`src/design/csf_pkg.sv`:
```
// ----------------------------------------------------------------------------
// csf_pkg
// Shared types, codes and sizing for the counting semaphore with wait queue.
// ----------------------------------------------------------------------------
package csf_pkg;

	// sizing of the wait queue and of the kept requester id
	localparam int QUEUE_DEPTH = 16;
	localparam int ID_WIDTH    = 8;
	localparam int ID_KEEP     = (ID_WIDTH < 8) ? ID_WIDTH : 8;
	localparam int PTR_W       = (QUEUE_DEPTH > 1) ? $clog2(QUEUE_DEPTH) : 1;
	localparam int OCC_W       = $clog2(QUEUE_DEPTH + 1);
	localparam int CNT_W       = 16;

	// operation codes
	localparam logic [2:0] MODE_INIT     = 3'd0;
	localparam logic [2:0] MODE_TRY_DOWN = 3'd1;
	localparam logic [2:0] MODE_DOWN     = 3'd2;
	localparam logic [2:0] MODE_UP       = 3'd3;
	localparam logic [2:0] MODE_DESTROY  = 3'd4;

	// status codes
	localparam logic [2:0] STAT_OK      = 3'd0;
	localparam logic [2:0] STAT_QUEUED  = 3'd1;
	localparam logic [2:0] STAT_UNAVAIL = 3'd2;
	localparam logic [2:0] STAT_DEAD    = 3'd3;
	localparam logic [2:0] STAT_FULL    = 3'd4;
	localparam logic [2:0] STAT_BUSY    = 3'd5;

	// configuration register indexes
	localparam logic [0:0] REG_INITIAL_COUNT = 1'b0;

	typedef struct packed {
		logic [2:0] mode;
		logic [7:0] requester_id;
	} req_t;

	typedef struct packed {
		logic [2:0]       status;
		logic             grant_valid;
		logic [7:0]       granted_id;
		logic [CNT_W-1:0] count_now;
	} rsp_t;

	// controller to datapath commands
	typedef struct packed {
		logic load;   // capture request, start queue head read
		logic exec;   // apply operation, load result register
	} cmd_t;

	typedef enum logic [0:0] {
		S_IDLE,
		S_EXEC
	} state_t;

endpackage

```
`src/design/csf_ram.sv`:
```
// ----------------------------------------------------------------------------
// csf_ram
// Generic single write port, single read port RAM with registered read data.
// ----------------------------------------------------------------------------
module csf_ram #(
	parameter int WIDTH = 8,
	parameter int DEPTH = 16
) (
	input  logic                                       clk,
	input  logic                                       we,
	input  logic [((DEPTH > 1) ? $clog2(DEPTH) : 1)-1:0] waddr,
	input  logic [WIDTH-1:0]                           wdata,
	input  logic                                       re,
	input  logic [((DEPTH > 1) ? $clog2(DEPTH) : 1)-1:0] raddr,
	output logic [WIDTH-1:0]                           rdata
);

	logic [WIDTH-1:0] mem_q [DEPTH];
	logic [WIDTH-1:0] rdata_q;

	// write port
	always_ff @(posedge clk) begin
		if (we) begin
			mem_q[waddr] <= wdata;
		end
	end

	// registered read port
	always_ff @(posedge clk) begin
		if (re) begin
			rdata_q <= mem_q[raddr];
		end
	end

	assign rdata = rdata_q;

endmodule

```
`src/design/csf_ctrl.sv`:
```
// ----------------------------------------------------------------------------
// csf_ctrl
// Sequencer: accept a request, execute it, hand the result to the output
// register and track that register's occupancy.
// ----------------------------------------------------------------------------
module csf_ctrl
	import csf_pkg::*;
(
	input  logic clk,
	input  logic arst_n,
	input  logic req_valid,
	output logic req_ready,
	output logic rsp_valid,
	input  logic rsp_ready,
	output cmd_t cmd
);

	state_t state_q, state_d;
	logic   rsp_valid_q;
	logic   out_free;

	// result register can take a new beat
	assign out_free = !rsp_valid_q || rsp_ready;

	// next state
	always_comb begin
		state_d = state_q;
		case (state_q)
			S_IDLE: begin
				if (req_valid) begin
					state_d = S_EXEC;
				end
			end
			S_EXEC: begin
				if (out_free) begin
					state_d = S_IDLE;
				end
			end
			default: state_d = S_IDLE;
		endcase
	end

	// outputs
	always_comb begin
		req_ready = 1'b0;
		cmd       = '0;
		case (state_q)
			S_IDLE: begin
				req_ready = 1'b1;
				cmd.load  = req_valid;
			end
			S_EXEC: begin
				cmd.exec = out_free;
			end
			default: begin
				req_ready = 1'b0;
			end
		endcase
	end

	always_ff @(posedge clk or negedge arst_n) begin
		if (!arst_n) begin
			state_q     <= S_IDLE;
			rsp_valid_q <= 1'b0;
		end else begin
			state_q <= state_d;
			if (cmd.exec) begin
				rsp_valid_q <= 1'b1;
			end else if (rsp_ready) begin
				rsp_valid_q <= 1'b0;
			end
		end
	end

	assign rsp_valid = rsp_valid_q;

endmodule

```
`src/design/csf_dp.sv`:
```
// ----------------------------------------------------------------------------
// csf_dp
// Datapath: semaphore count, destroyed mark, wait queue pointers and storage,
// and the result register.
// ----------------------------------------------------------------------------
module csf_dp
	import csf_pkg::*;
(
	input  logic             clk,
	input  logic             arst_n,
	input  cmd_t             cmd,
	input  req_t             req,
	input  logic [CNT_W-1:0] initial_count,
	output rsp_t             rsp
);

	req_t             op_q;
	rsp_t             rsp_q;
	logic [CNT_W-1:0] count_q;
	logic             dead_q;
	logic [PTR_W-1:0] head_q;
	logic [PTR_W-1:0] tail_q;
	logic [OCC_W-1:0] occ_q;

	logic [ID_KEEP-1:0] head_id;
	logic               avail;
	logic               do_enq;
	logic               do_deq;
	logic               do_init;
	logic               do_dec;
	logic               do_inc;
	logic               do_kill;
	rsp_t               rsp_d;

	function automatic logic [PTR_W-1:0] next_slot(input logic [PTR_W-1:0] p);
		if (p == PTR_W'(QUEUE_DEPTH - 1)) begin
			return '0;
		end
		return p + PTR_W'(1);
	endfunction

	// waiter storage, head read issued when a request is captured
	csf_ram #(
		.WIDTH (ID_KEEP),
		.DEPTH (QUEUE_DEPTH)
	) u_waiters (
		.clk   (clk),
		.we    (cmd.exec && do_enq),
		.waddr (tail_q),
		.wdata (op_q.requester_id[ID_KEEP-1:0]),
		.re    (cmd.load),
		.raddr (head_q),
		.rdata (head_id)
	);

	// request capture
	always_ff @(posedge clk) begin
		if (cmd.load) begin
			op_q <= req;
		end
	end

	assign avail = (count_q != '0) && (occ_q == '0);

	// operation decode
	always_comb begin
		do_enq  = 1'b0;
		do_deq  = 1'b0;
		do_init = 1'b0;
		do_dec  = 1'b0;
		do_inc  = 1'b0;
		do_kill = 1'b0;
		rsp_d             = '0;
		rsp_d.status      = STAT_UNAVAIL;
		if (op_q.mode == MODE_INIT) begin
			if (initial_count != '0) begin
				do_init      = 1'b1;
				rsp_d.status = STAT_OK;
			end
		end else if (dead_q) begin
			rsp_d.status = STAT_DEAD;
		end else begin
			case (op_q.mode)
				MODE_TRY_DOWN: begin
					if (avail) begin
						do_dec       = 1'b1;
						rsp_d.status = STAT_OK;
					end
				end
				MODE_DOWN: begin
					if (avail) begin
						do_dec       = 1'b1;
						rsp_d.status = STAT_OK;
					end else if (occ_q == OCC_W'(QUEUE_DEPTH)) begin
						rsp_d.status = STAT_FULL;
					end else begin
						do_enq       = 1'b1;
						rsp_d.status = STAT_QUEUED;
					end
				end
				MODE_UP: begin
					if (occ_q != '0) begin
						do_deq            = 1'b1;
						rsp_d.grant_valid = 1'b1;
						rsp_d.granted_id  = 8'(head_id);
					end else if (count_q != '1) begin
						do_inc = 1'b1;
					end
					rsp_d.status = STAT_OK;
				end
				MODE_DESTROY: begin
					do_kill      = 1'b1;
					rsp_d.status = (count_q != initial_count) ? STAT_BUSY : STAT_OK;
				end
				default: rsp_d.status = STAT_UNAVAIL;
			endcase
		end
		// count after the operation
		if (do_init) begin
			rsp_d.count_now = initial_count;
		end else if (do_dec) begin
			rsp_d.count_now = count_q - CNT_W'(1);
		end else if (do_inc) begin
			rsp_d.count_now = count_q + CNT_W'(1);
		end else begin
			rsp_d.count_now = count_q;
		end
	end

	// semaphore and queue state
	always_ff @(posedge clk or negedge arst_n) begin
		if (!arst_n) begin
			count_q <= CNT_W'(1);
			dead_q  <= 1'b0;
			head_q  <= '0;
			tail_q  <= '0;
			occ_q   <= '0;
		end else if (cmd.exec) begin
			count_q <= rsp_d.count_now;
			if (do_init) begin
				dead_q <= 1'b0;
				head_q <= '0;
				tail_q <= '0;
				occ_q  <= '0;
			end else begin
				if (do_kill) begin
					dead_q <= 1'b1;
				end
				if (do_enq) begin
					tail_q <= next_slot(tail_q);
					occ_q  <= occ_q + OCC_W'(1);
				end
				if (do_deq) begin
					head_q <= next_slot(head_q);
					occ_q  <= occ_q - OCC_W'(1);
				end
			end
		end
	end

	// result register
	always_ff @(posedge clk) begin
		if (cmd.exec) begin
			rsp_q <= rsp_d;
		end
	end

	assign rsp = rsp_q;

`ifndef NO_ASSERTIONS
	a_occ_bound: assert property (@(posedge clk) disable iff (!arst_n)
		occ_q <= OCC_W'(QUEUE_DEPTH))
		else $error("wait queue occupancy beyond depth");

	a_empty_ptrs: assert property (@(posedge clk) disable iff (!arst_n)
		(occ_q == '0) |-> (head_q == tail_q))
		else $error("empty queue with unequal pointers");

	a_kill_sticks: assert property (@(posedge clk) disable iff (!arst_n)
		(cmd.exec && do_kill) |=> dead_q)
		else $error("destroy did not mark the semaphore");

	a_grant_keeps_count: assert property (@(posedge clk) disable iff (!arst_n)
		(cmd.exec && do_deq) |=> (count_q == $past(count_q) && rsp_q.grant_valid))
		else $error("grant to waiter changed the count");
`endif

endmodule

```
`src/design/counting_semaphore_fifo.sv`:
```
// ----------------------------------------------------------------------------
// counting_semaphore_fifo
// Counting semaphore with a FIFO of waiting requester ids and an APB
// register for the initial count.
// ----------------------------------------------------------------------------
//  channel  signals                          beat
//  req      req_valid / req_ready / req      mode, requester_id
//  rsp      rsp_valid / rsp_ready / rsp      status, grant_valid, granted_id,
//                                            count_now
//  cfg      psel penable pwrite paddr pwdata initial_count at byte address 0
//
//  Each operation is a capture plus queue head read, then an execute.
//  This split comes from the registered read port of the waiter RAM.
//  A new request is taken while the previous result waits in the output
//  register; execution of that request holds until the register is free.
//  Reset gives count 1, empty queue, not destroyed; no clearing pass.
// ----------------------------------------------------------------------------
module counting_semaphore_fifo
	import csf_pkg::*;
(
	input  logic        clk,
	input  logic        arst_n,
	input  logic        req_valid,
	output logic        req_ready,
	input  req_t        req,
	output logic        rsp_valid,
	input  logic        rsp_ready,
	output rsp_t        rsp,
	input  logic        psel,
	input  logic        penable,
	input  logic        pwrite,
	input  logic [2:0]  paddr,
	input  logic [31:0] pwdata,
	output logic [31:0] prdata,
	output logic        pready
);

	cmd_t             cmd;
	logic [CNT_W-1:0] initial_count_q;
	logic             reg_sel;

	assign pready  = 1'b1;
	assign reg_sel = (paddr[2] == REG_INITIAL_COUNT);

	// configuration register
	always_ff @(posedge clk or negedge arst_n) begin
		if (!arst_n) begin
			initial_count_q <= CNT_W'(1);
		end else if (psel && penable && pwrite && reg_sel) begin
			initial_count_q <= pwdata[CNT_W-1:0];
		end
	end

	// read back
	assign prdata = reg_sel ? 32'(initial_count_q) : 32'd0;

	csf_ctrl u_ctrl (
		.clk       (clk),
		.arst_n    (arst_n),
		.req_valid (req_valid),
		.req_ready (req_ready),
		.rsp_valid (rsp_valid),
		.rsp_ready (rsp_ready),
		.cmd       (cmd)
	);

	csf_dp u_dp (
		.clk           (clk),
		.arst_n        (arst_n),
		.cmd           (cmd),
		.req           (req),
		.initial_count (initial_count_q),
		.rsp           (rsp)
	);

endmodule
```
`config.mk`:
```
export PLATFORM = sky130hd
export DESIGN_NAME = counting_semaphore_fifo
export DESIGN_NICKNAME = d
export VERILOG_FILES = /design/src/design/csf_pkg.sv /design/src/design/csf_ram.sv /design/src/design/csf_ctrl.sv /design/src/design/csf_dp.sv /design/src/design/counting_semaphore_fifo.sv
export SDC_FILE = /design/constraint.sdc
export NUM_CORES = 1
export LEC_CHECK = 0
export BUFFER_PORTS_ARGS = -buffer_cell sky130_fd_sc_hd__buf_4
export CORE_UTILIZATION = 30
export DETAILED_ROUTE_END_ITERATION = 6
export PLACE_DENSITY_LB_ADDON = 0.3
export SYNTH_ARGS = -nofsm -noshare
export SYNTH_HDL_FRONTEND = slang
export SYNTH_HIERARCHICAL = 1
export SYNTH_SLANG_ARGS = --single-unit
```
`constraint.sdc`:
```
create_clock -name clk -period 7.1 [get_ports clk]
set_input_delay 1.42 -clock clk [delete_from_list [all_inputs] [get_ports clk]]
set_output_delay 1.42 -clock clk [all_outputs]
set_load 0.05 [all_outputs]
```
-- Yosys cells after proc, flatten, opt, wreduce, memory -nomap -nowiden
Memory sizes are Yosys's and may differ from the RTL's. A register that Yosys moved wholly into a read port is not among the register bits.
Index checks and enable logic that the tools add are counted.
- memories: 1
- logic and storage cells: 125
- output and inout port bits: 63
- input bits: 53
- register bits: 87
- memory bits (writable): 128
- muxes and demuxes: 67
- reduce and logical (&&, ||, !) cells: 24
- bitwise logic cells: 4
- add/sub/neg operators: 6
- equality and inequality tests: 9
- memories (memory ; depth ; bits a word ; read ports ; clocked after memory_dff ; wr ports ; line ; text):
    u_dp.u_waiters.mem_q ; 16 ; 8 ; 1 ; 1 ; 1 ; csf_ram.sv:18 ; logic [WIDTH-1:0] mem_q [DEPTH];
- operator list (kind ; count):
    2-to-1 mux 16 bit ; 4
    2-to-1 mux 1 bit ; 42
    2-to-1 mux 4 bit ; 8
    nonzero test 16 bit ; 2
    adder 16 x 1 -> 16 bit (second input constant) ; 1
    != test 16 bit ; 1
    != test 16 bit (second input constant) ; 1
    subtractor 16 x 1 -> 16 bit (second input constant) ; 1
    2-to-1 mux 3 bit ; 5
    2-to-1 mux 5 bit ; 3
    case mux 3 bit (4 select lines) ; 1
    2-to-1 mux 9 bit ; 1
    adder 4 x 1 -> 4 bit (second input constant) ; 2
    == test 4 bit (second input constant) ; 2
    AND reduction 2 bit ; 4
    nonzero test 2 bit ; 4
    == test 3 x 2 -> 1 bit (second input constant) ; 2
    adder 5 x 1 -> 5 bit (second input constant) ; 1
    == test 5 bit (second input constant) ; 1
    logical AND 1 bit ; 5
    logical NOT 5 bit ; 1
    nonzero test 5 bit ; 1
    subtractor 5 x 1 -> 5 bit (second input constant) ; 1
    2-to-1 mux 2 bit ; 2
    11 further kinds ; 14

-- Logic depth before layout (Yosys ltp)
Gate-level depths: netlist of the first run.
- depth in word-level cells: 12
- mapped depth: 12
- gate-level depth less buffers: 10

-- Hierarchy
Netlist of the first run, hierarchy kept.
- by module, submodules not included (module ; seq. area each (um^2) ; cells each ; times used ; area an instance (um^2)):
    csf_ram ; 4083.9 ; 229 ; 1 ; 5227.5
    csf_dp ; 1923.1 ; 413 ; 1 ; 4122.7
    counting_semaphore_fifo ; 401.6 ; 70 ; 1 ; 900.9
    csf_ctrl ; 50.0 ; 8 ; 1 ; 93.8

-- Worst setup path after synthesis of the first run
Ideal clock, no wire load.
- kind: input -> register
- start point: input rsp_ready
- end point: memory u_dp.u_waiters.mem_q[0][0], enable pin
- required time: 6717 ps
- arrival: 4685 ps
- setup time: 383 ps
- slack: 2032 ps
- buffers on the path: 0
- cell stages on the path: 6
- cells stage by stage: nand2b_4 > and2_1 > clkinv_1 > nor4_1 > or3b_2 > nor3_1
- RTL lines (what ; line ; text):
    start, declared ; counting_semaphore_fifo.sv:27 ; input logic rsp_ready,
    end, declared ; csf_ram.sv:18 ;

==> results of run 1 <==
## synth_stat cells (all sizes together), types with 6 or more instances
| library cell | n | share of area, % |
|---|---|---|
| edfxtp | 175 | 51 |
| dfrtp | 46 | 11 |
| nor2 | 40 | 1.5 |
| a21oi | 38 | 1.8 |
| buf | 32 | 2.2 |
| mux4 | 32 | 7.5 |
| nand2 | 29 | 1.1 |
| clkbuf | 26 | 0.94 |
| o21ai | 25 | 1.2 |
| inv | 20 | 0.73 |
| mux2 | 17 | 2.2 |
| xnor2 | 17 | 1.4 |
| a22oi | 16 | 1.2 |
| xor2 | 16 | 1.4 |
| nor4 | 15 | 0.97 |
| and2 | 14 | 0.85 |
| nand4 | 13 | 0.85 |
| nor2b | 13 | 0.81 |
| nand3 | 12 | 0.63 |
| nor3 | 12 | 0.63 |
| o21a | 9 | 0.65 |
| a31oi | 7 | 0.42 |
| and2b | 7 | 0.51 |
| ha | 7 | 0.85 |
| a2bb2oi | 6 | 0.51 |
| o22a | 6 | 0.51 |
## layer usage
layer / share of wire [%] / global-route usage [%] / up-vias
met2: 49 / 22.6 / 144
met1: 44 / 17.5 / 3109
met4: 2.2 / 3.69 / 0
met3: 4.5 / 2.19 / 32
met5: 0 / 0 / -
li1: - / - / 2889
## how the worst max path moves through the flow
stage                                            end  slack (ns)  cells past startpoint
after floorplan           u_dp/u_waiters/mem_q[0][0]        2.03                      6
after global placement    u_dp/u_waiters/mem_q[3][0]        2.57                      8
after detailed placement  u_dp/u_waiters/mem_q[3][0]        2.46                      8
after CTS                 u_dp/u_waiters/mem_q[3][5]        3.02                      8
after global routing      u_dp/u_waiters/mem_q[1][4]        2.91                      8
final                     u_dp/u_waiters/mem_q[3][0]        3.02                      8
## cell families after synthesis
group	count (synthesis)	share of synthesized area, %
xor+xnor	33	2.79
fa+ha+maj	8	1.04
compound gates	141	9.51
flops	223	62.4
mux	53	10.1
simple gates	178	9.83
other cells	2	0.0726
buf+inv	82	4.25
## report_power, final
part	switching [mW]	leakage, nW	internal [mW]
combinational	0.562	1.80	0.433
sequential	0.265	2.17	1.58
clock	0.506	0.368	0.694
total	1.33	4.34	2.71
## final cells by class
cell class / instances / area [um^2] / area share (%)
flip-flops and latches: 223 / 6460 / 53.7
clock buffers: 33 / 666 / 5.53
inverters: 21 / 78.8 / 0.655
repair buffers: 90 / 676 / 5.62
well taps: 448 / 561 / 4.66
clock inverters: 9 / 82.6 / 0.687
multi-input cells: 430 / 3500 / 29.1
## sequential cells by signal, summed over array words and instances, names as in the netlist
signal	flops
initial_count_q	16
u_ctrl/rsp_valid	1
u_ctrl/state_q	1
u_dp/count_q	16
u_dp/dead_q	1
u_dp/head_q	4
u_dp/occ_q	5
u_dp/op_q	11
u_dp/rsp	28
u_dp/tail_q	4
u_dp/u_waiters/mem_q	128
u_dp/u_waiters/rdata	8
## critical path: cells and delay by family
family / cells / cell delay (ns)
and+or+nand+nor: 5 / 1.96
buffers and inverters: 3 / 0.84
==> qor.yml, run 1 <==
async_flop_share_pct: 21.5
clock_skew_ns: 0.0118
cp_max_fo: 19
hp-start: "u_ctrl/state_q"
die_w_um: 188
drv_slew: 0
postSynthAreaPerCell_um2: 14.4
synth_area_um2: 10300
final_util_pct: 35.7
rsz0062_at_grt: "no"
stdcell_count: 1254
cts-buffers-inserted: 25
grt_max_degree: 59
yosysSeqAreaShare_pct: 62.4
final_cell_mix: "edfxtp_1, buf_4, dfrtp_1, nor2_1, a21oi_1"
grt_use_total_pct: 13.3
vias_per_cell: 4.92
worst_slack_ns: 3.02
path_clk_slew_ns: 0.06
fin_crit_sh_pct: 57.4
final_nets: 852
cp_cell_sequence: "buf_4, nand2b_4, and2_2, clkinv_1, nor4_1, buf_4, or3b_2, nor2_1"
cpMaxStageDelayCell: "nor2_1"
drt.antenna.violating_nets: 0
area_delta_synth_final_pct: 16.3
pin_count: 116
portBuffers: 80
hold_depth: 2
ys_ff_latch: 223
reg2reg_to: "u_dp/u_waiters/mem_q[3][0]"
clk_path_buf_depth: 3
crit_path_start: "rsp_ready"
ir_worst_vdd_mv: 0.221
nFillCells: 3279
place_area_um2: 11300
start_util_pct: 30.7
h-tree-depth: 1
final_cell_area_um2: 12000
insertion_delay_ns: 0.53
path_common_cell: "buf_4"
pre_cts_slack_ns: 2.46
slew_headroom_pct: 41.8
min_to: "u_ctrl/rsp_valid"
cts_sinks: 223
grt_pass1_vias: 6251
drt_iter0_markers: 416
setup_tns_ns: 0
fp.dieH_um: 188
cts_setup_buffers: 0
critPathKind: "primary input to flip-flop"
antenna_found_initial: 0
num_vias: 6174
ys.flop_type: "edfxtp_1"
tightest_slew_ns: 0.870
mostFrequentLayoutCell: "edfxtp_1"
synth_cell_types: 77
wl_per_cell_um: 18.7
hold_path_class: "flip-flop to flip-flop"
core-area_um2: 33700
antennaDiodeCount: 0
rows: 67
synth_edf_count: 175
worstPathRequired_ns: 7.26
drv_cap: 0
place_congestion: 0.833
reg2reg_slack_ns: 3.35
setup_viol: 0
drive_gt1_share_pct: 22.7
grt_pass1_wl_mm: 36.3
hpwl_mm: 15.0
critPathMaxStageDelay_ns: 0.67
dp_cells: 1212
arrival_ns: 4.24
ff2ff_path_depth: 6
cts_resized: 0
end_kind: "flip-flop"
reg2reg_from: "u_dp/count_q[6]"
power.total_mw: 4.04
yosysWarnings: 6
status: "finished, final reports clean"
period_needed_ns: 4.08
clockRootBuffer: "clkbuf_16"
startpoint_type: "primary input"
powerDensity_nw_per_um2: 336
overflow: 0
timing.fmax_ghz: 0.245
cts_tree: "yes"
finalHoldViolCount: 0
first_pass_iters: 4
wl_mm: 23.4
p_leak_nw: 4.34
die-area_um2: 35200
holdBufCountCts: 0
remaining_drc_errors: 0
hold_ws_ns: 0.516
synth_cells: 720
Note: power is estimated with default switching activity, not from simulation.
==> inputs of run 2 (changes only) <==
clock period = 3.8 ns   (was 7.1 ns; I/O delays follow)
==> run 2 against run 1 <==
Total power increased by 90%. Core utilization increased by 0.60 points. Setup slack got worse by 2.2 ns. Critical path type is now flip-flop to flip-flop. Routed wire length increased by 0.13%. Global-route usage about the same. Highest routed layer unchanged. Hold slack got worse by 0.27 ns. Clock skew decreased by 0.0025 ns.
==> qor.yml, run 2 (synthesized netlist as in run 1, its figures left out) <==
arrival_ns: 3.25  # was 4.24 ns
startpoint_type: "flip-flop"  # was primary input
grt_max_degree: 59  # unchanged
antenna_found_initial: 0  # unchanged
holdBufCountCts: 0  # unchanged
fp.dieH_um: 188  # unchanged
drt.antenna.violating_nets: 0  # unchanged
core-area_um2: 33700  # unchanged
h-tree-depth: 1  # unchanged
cts_sinks: 223  # unchanged
finalHoldViolCount: 0  # unchanged
grt_pass1_wl_mm: 36.3  # about the same
mostFrequentLayoutCell: "edfxtp_1"  # unchanged
ff2ff_path_depth: 8  # was 6
drv_cap: 0  # unchanged
antennaDiodeCount: 0  # unchanged
remaining_drc_errors: 0  # unchanged
worst_slack_ns: 0.781  # was 3.02 ns
reg2reg_from: "u_dp/count_q[1]"  # was u_dp/count_q[6]
largest_register_ffs: 128  # unchanged
slew_headroom_pct: 41.5  # was 41.8%
worstPathRequired_ns: 4.03  # was 7.26 ns
die_w_um: 188  # unchanged
end_kind: "flip-flop"  # unchanged
final_cell_mix: "edfxtp_1, buf_4, dfrtp_1, nor2_1, a21oi_1"  # unchanged
pre_cts_slack_ns: 0.797  # was 2.46 ns
die-area_um2: 35200  # unchanged
ir_worst_vdd_mv: 0.304  # was 0.221 mV
reg2reg_slack_ns: 0.78  # was 3.35 ns
setup_tns_ns: 0  # unchanged
grt_pass1_vias: 6167  # was 6,251
hpwl_mm: 15.4  # was 15.0 mm
hold_path_class: "primary input to async pin"  # was flip-flop to flip-flop
p_leak_nw: 4.47  # was 4.34 nW
final_nets: 873  # was 852
top_register: "u_dp/u_waiters/mem_q"  # unchanged
drt_iter0_markers: 353  # was 416
cp_max_fo: 8  # was 19
rows: 67  # unchanged
clockRootBuffer: "clkbuf_16"  # unchanged
start_util_pct: 30.7  # unchanged
cts_setup_buffers: 0  # unchanged
first_pass_iters: 5  # was 4
status: "finished, final reports clean"  # unchanged
wl_mm: 23.4  # about the same
overflow: 0  # unchanged
vias_per_cell: 4.94  # was 4.92
portBuffers: 80  # unchanged
clk_path_buf_depth: 3  # unchanged
path_clk_slew_ns: 0.06  # about the same
area_delta_synth_final_pct: 18.2  # was 16.3%
pin_count: 116  # unchanged
cts-buffers-inserted: 24  # was 25
period_needed_ns: 3.02
grt_use_total_pct: 13.3  # about the same
fin_crit_sh_pct: 79.4
num_vias: 6304  # was 6,174
critPathKind: "flip-flop to flip-flop"  # was primary input to flip-flop
rsz0062_at_grt: "no"  # unchanged
cts_resized: 0  # unchanged
drv_slew: 0  # unchanged
insertion_delay_ns: 0.53  # about the same
wl_per_cell_um: 18.4  # was 18.7 um
final_util_pct: 36.3  # was 35.7%
drive_gt1_share_pct: 25.3  # was 22.7%
place_congestion: 0.842  # was 0.833
setup_viol: 0  # unchanged
reg2reg_to: "u_dp/u_waiters/mem_q[0][7]"  # was u_dp/u_waiters/mem_q[3][0]
clock_skew_ns: 0.00934  # was 0.0118 ns
cts_tree: "yes"  # unchanged
tightest_slew_ns: 0.870  # about the same
powerDensity_nw_per_um2: 627  # was 336 nW/um^2
timing.fmax_ghz: 0.331
-- run 2: critical path, stage by stage (launching register included) --
cell and delay [ns]:
dfrtp_1 0.47, inv_1 0.09, ha_1 0.27, nor4b_1 0.37, a41oi_1 0.30, nor4_2 0.31, or3b_2 0.55, nor3_1 0.16
buf_4 0.22
-- run 2: report_power, final --
| part | leakage [nW] | total (mW) | switching [mW] | internal, mW |
|---|---|---|---|---|
| clock | 0.384 | 2.31 | 0.950 | 1.36 |
| sequential | 2.17 | 3.41 | 0.460 | 2.95 |
| combinational | 1.91 | 1.95 | 1.11 | 0.841 |
-- run 2: worst max-delay path by stage --
stage                    startpoint                    endpoint  slack (ns)
floorplan                 rsp_ready  u_dp/u_waiters/mem_q[0][0]        0.03
global placement    u_dp/count_q[1]  u_dp/u_waiters/mem_q[0][1]        0.79
detailed placement  u_dp/count_q[1]  u_dp/u_waiters/mem_q[0][1]        0.80
CTS                 u_dp/count_q[1]  u_dp/u_waiters/mem_q[0][7]        0.79
global route        u_dp/count_q[1]  u_dp/u_waiters/mem_q[0][0]        0.56
finish              u_dp/count_q[1]  u_dp/u_waiters/mem_q[0][7]        0.78
-- run 2: routing by layer --
metal / track usage, % / vias up / wire, um
met2: 22.9 / 174 / 11600
met1: 17.5 / 3170 / 10200
met5: 0 / - / 0
met4: 3.41 / 0 / 546
li1: - / 2924 / -
met3: 1.89 / 36 / 1060
-- run 2: cell type report --
| type | count | area, um^2 |
|---|---|---|
| fillers | 3221 | 21500 |
| flip-flops and latches | 223 | 6460 |
| inverters | 21 | 78.8 |
| well taps | 448 | 561 |
| repair buffers | 112 | 841 |
| clock buffers | 33 | 664 |
| multi-input cells | 430 | 3510 |
| clock inverters | 8 | 115 |
-- run 2: stage by stage --
step                      instances  power, mW  hold slack, ns  area (um^2)
after floorplan                 735       4.87           0.464        10400
after global placement         1234       5.40           0.501        11500
after detailed placement       1234       5.43           0.507        11500
after CTS                      1275       7.76           0.285        12200
after global routing           1275       8.02           0.312        12200
final                          1275       7.67           0.244        12200
==> inputs of run 3 (changes only) <==
clock period = 2.85 ns   (was 3.8 ns; I/O delays follow)
==> run 3 against run 2 <==
Critical endpoint unchanged. Highest routed layer unchanged. Sequential share of layout area shrank 1.8 points. Combinational power grew 55%. Sequential power grew 28%. Maximum frequency grew 13%. Cell count grew 2.6%. Setup slack lost 0.61 ns. Total power grew 41%. Clock power grew 49%. Hold slack lost 0.19 ns.
==> qor.yml, run 3 (synthesized netlist as in run 1, its figures left out) <==
vias_per_cell: 4.91  # was 4.94
overflow: 0  # unchanged
critPathKind: "flip-flop to flip-flop"  # unchanged
critPathMaxStageDelay_ns: 0.58  # was 0.55 ns
period_needed_ns: 2.68  # was 3.02 ns
wl_mm: 24.0  # was 23.4 mm
final_cell_mix: "edfxtp_1, buf_4, dfrtp_1, a21oi_1, nor2_1"  # was edfxtp_1, buf_4, dfrtp_1, nor2_1, a21oi_1
first_pass_iters: 4  # was 5
grt_pass1_vias: 6487  # was 6,167
antennaDiodeCount: 0  # unchanged
combPwrFrac_pct: 27.9  # was 25.4%
drv_slew: 0  # unchanged
num_vias: 6421  # was 6,304
pin_count: 116  # unchanged
cts-buffers-inserted: 26  # was 24
clock_skew_ns: 0.0159  # was 0.00934 ns
largest_register_ffs: 128  # unchanged
pwr-share-seq_pct: 40.3  # was 44.5%
timing.fmax_ghz: 0.374  # was 0.331 GHz
arrival_ns: 2.93  # was 3.25 ns
drt.antenna.violating_nets: 0  # unchanged
top_layer: "met4"  # unchanged
crit_buf_inv: 2  # unchanged
insertion_delay_ns: 0.55  # was 0.53 ns
drt_iter0_markers: 425  # was 353
final_nets: 901  # was 873
rsz0062_at_grt: "no"  # unchanged
clkPwrFrac_pct: 31.9  # was 30.1%
start_util_pct: 30.7  # unchanged
grt_pass1_wl_mm: 37.6  # was 36.3 mm
place_congestion: 0.833  # was 0.842
rows: 67  # unchanged
cts_sinks: 223  # unchanged
die-area_um2: 35200  # unchanged
cpMaxStageDelayCell: "or3b_2"  # unchanged
antenna_found_initial: 0  # unchanged
switching_share_pct: 32.7  # was 32.8%
finalHoldViolCount: 0  # unchanged
cts_tree: "yes"  # unchanged
fin_crit_sh_pct: 93.9  # was 79.4%
end_kind: "flip-flop"  # unchanged
holdBufCountCts: 0  # unchanged
fp.dieH_um: 188  # unchanged
grt_max_degree: 59  # unchanged
drive_gt1_share_pct: 29.2  # was 25.3%
hold_path_class: "primary input to async pin"  # unchanged
remaining_drc_errors: 0  # unchanged
wl_met2_mm: 11.9  # was 11.6 mm
wl_met3_mm: 1.05  # was 1.06 mm
grt_use_total_pct: 13.7  # was 13.3%
p_leak_nw: 4.67  # was 4.47 nW
wl_met1_mm: 10.5  # was 10.2 mm
die_w_um: 188  # unchanged
top_register: "u_dp/u_waiters/mem_q"  # unchanged
cp_max_fo: 4  # was 8
core-area_um2: 33700  # unchanged
cts_setup_buffers: 0  # unchanged
cp_top_family: "simple AND/OR/NAND/NOR gates"  # unchanged
path_clk_slew_ns: 0.06  # about the same
worstPathRequired_ns: 3.11  # was 4.03 ns
mostFrequentLayoutCell: "edfxtp_1"  # unchanged
clk_path_buf_depth: 3  # unchanged
hpwl_mm: 15.8  # was 15.4 mm
cp_cell_sequence: "inv_1, ha_1, nor4b_2, a41oi_1, nor4_4, or3b_2, nor3_4, buf_4"  # was inv_1, ha_1, nor4b_1, a41oi_1, nor4_2, or3b_2, nor3_1, buf_4
h-tree-depth: 1  # unchanged
status: "finished, final reports clean"  # unchanged
clockRootBuffer: "clkbuf_16"  # unchanged
drv_cap: 0  # unchanged
hold_ws_ns: 0.0544  # was 0.244 ns
tightest_slew_ns: 0.687  # was 0.870 ns
nFillCells: 3210  # was 3,221
portBuffers: 80  # unchanged
powerDensity_nw_per_um2: 856  # was 627 nW/um^2
switchingPower_mw: 3.55  # was 2.52 mW
setup_viol: 0  # unchanged
internal-power_mw: 7.29  # was 5.15 mW
wl_per_cell_um: 18.3  # was 18.4 um
ir_worst_vdd_mv: 0.502  # was 0.304 mV
area_delta_synth_final_pct: 22.3  # was 18.2%
startpoint_type: "flip-flop"  # unchanged
setup_tns_ns: 0  # unchanged
slew_headroom_pct: 54.1  # was 41.5%
-- run 3: cell types whose count changed in the layout (fill, tap and decap cells not counted), moves of 3 or more --
cell        before  now
buf_4          112  133
buf_12           0    5
clkbuf_8         3    0
clkinvlp_4       0    3
nor2_1          40   37
nor2_2           0    3
-- run 3: worst paths after layout --
path	start	endpoint	slack [ns]	depth (start not counted)
max in group asynchronous	arst_n	u_dp/head_q[0]	2.29	1
max	u_dp/count_q[0]	u_dp/u_waiters/mem_q[0][7]	0.17	8
max reg2reg	u_dp/count_q[0]	u_dp/u_waiters/mem_q[0][7]	0.17	8
min in group clk	req[7]	u_dp/op_q[7]	0.19	1
min	arst_n	initial_count_q[2]	0.05	1
min reg2reg	u_dp/u_waiters/rdata[5]	u_dp/rsp[21]	0.52	1
-- run 3: layout make-up --
type	count	area, um^2	area share [%]
inverter	21	80.1	0.633
sequential	223	6460	51.1
multi-input combinational	430	3560	28.1
tap	448	561	4.43
clock inverter	18	230	1.82
timing repair buffer	138	1100	8.68
clock buffer	30	666	5.26
-- run 3: worst register-to-register path, stage by stage (launching register included) --
cell	delay [ns]
dfstp_2	0.37
inv_1	0.10
ha_1	0.22
nor4b_2	0.28
a41oi_1	0.25
nor4_4	0.24
or3b_2	0.58
nor3_4	0.19
buf_4	0.18
-- run 3: power groups by stage --
stage	Clock (mW)	Sequential [mW]	Combinational, mW
floorplan	0	4.48	2.04
global placement	0	4.43	3.01
detailed placement	0	4.44	3.03
CTS	3.53	4.37	3.04
global route	3.66	4.43	3.25
finish	3.45	4.36	3.02
-- run 3: what timing repair did --
item,CTS,global route
endpoints found under the setup margin,0,49
gates resized for setup,0,2
hold endpoints to repair,0,0
-- run 3: per-stage QoR --
stage	setup WS [ns]	cells	power, mW	cell area, um^2	util (%)
after floorplan	0.0136	735	6.52	10500	-
after global placement	0.0829	1260	7.44	11800	34.9
after detailed placement	0.0579	1260	7.47	11800	34.9
after CTS	0.0302	1308	10.9	12600	37.5
after global routing	0.00988	1308	11.3	12700	37.6
final	0.175	1308	10.8	12700	37.6
-- run 3: routing by layer --
metal / track usage, % / vias up
met5: 0 / -
met1: 18.1 / 3243
met2: 23.4 / 157
met4: 3.75 / 0
li1: - / 2984
met3: 2.10 / 37
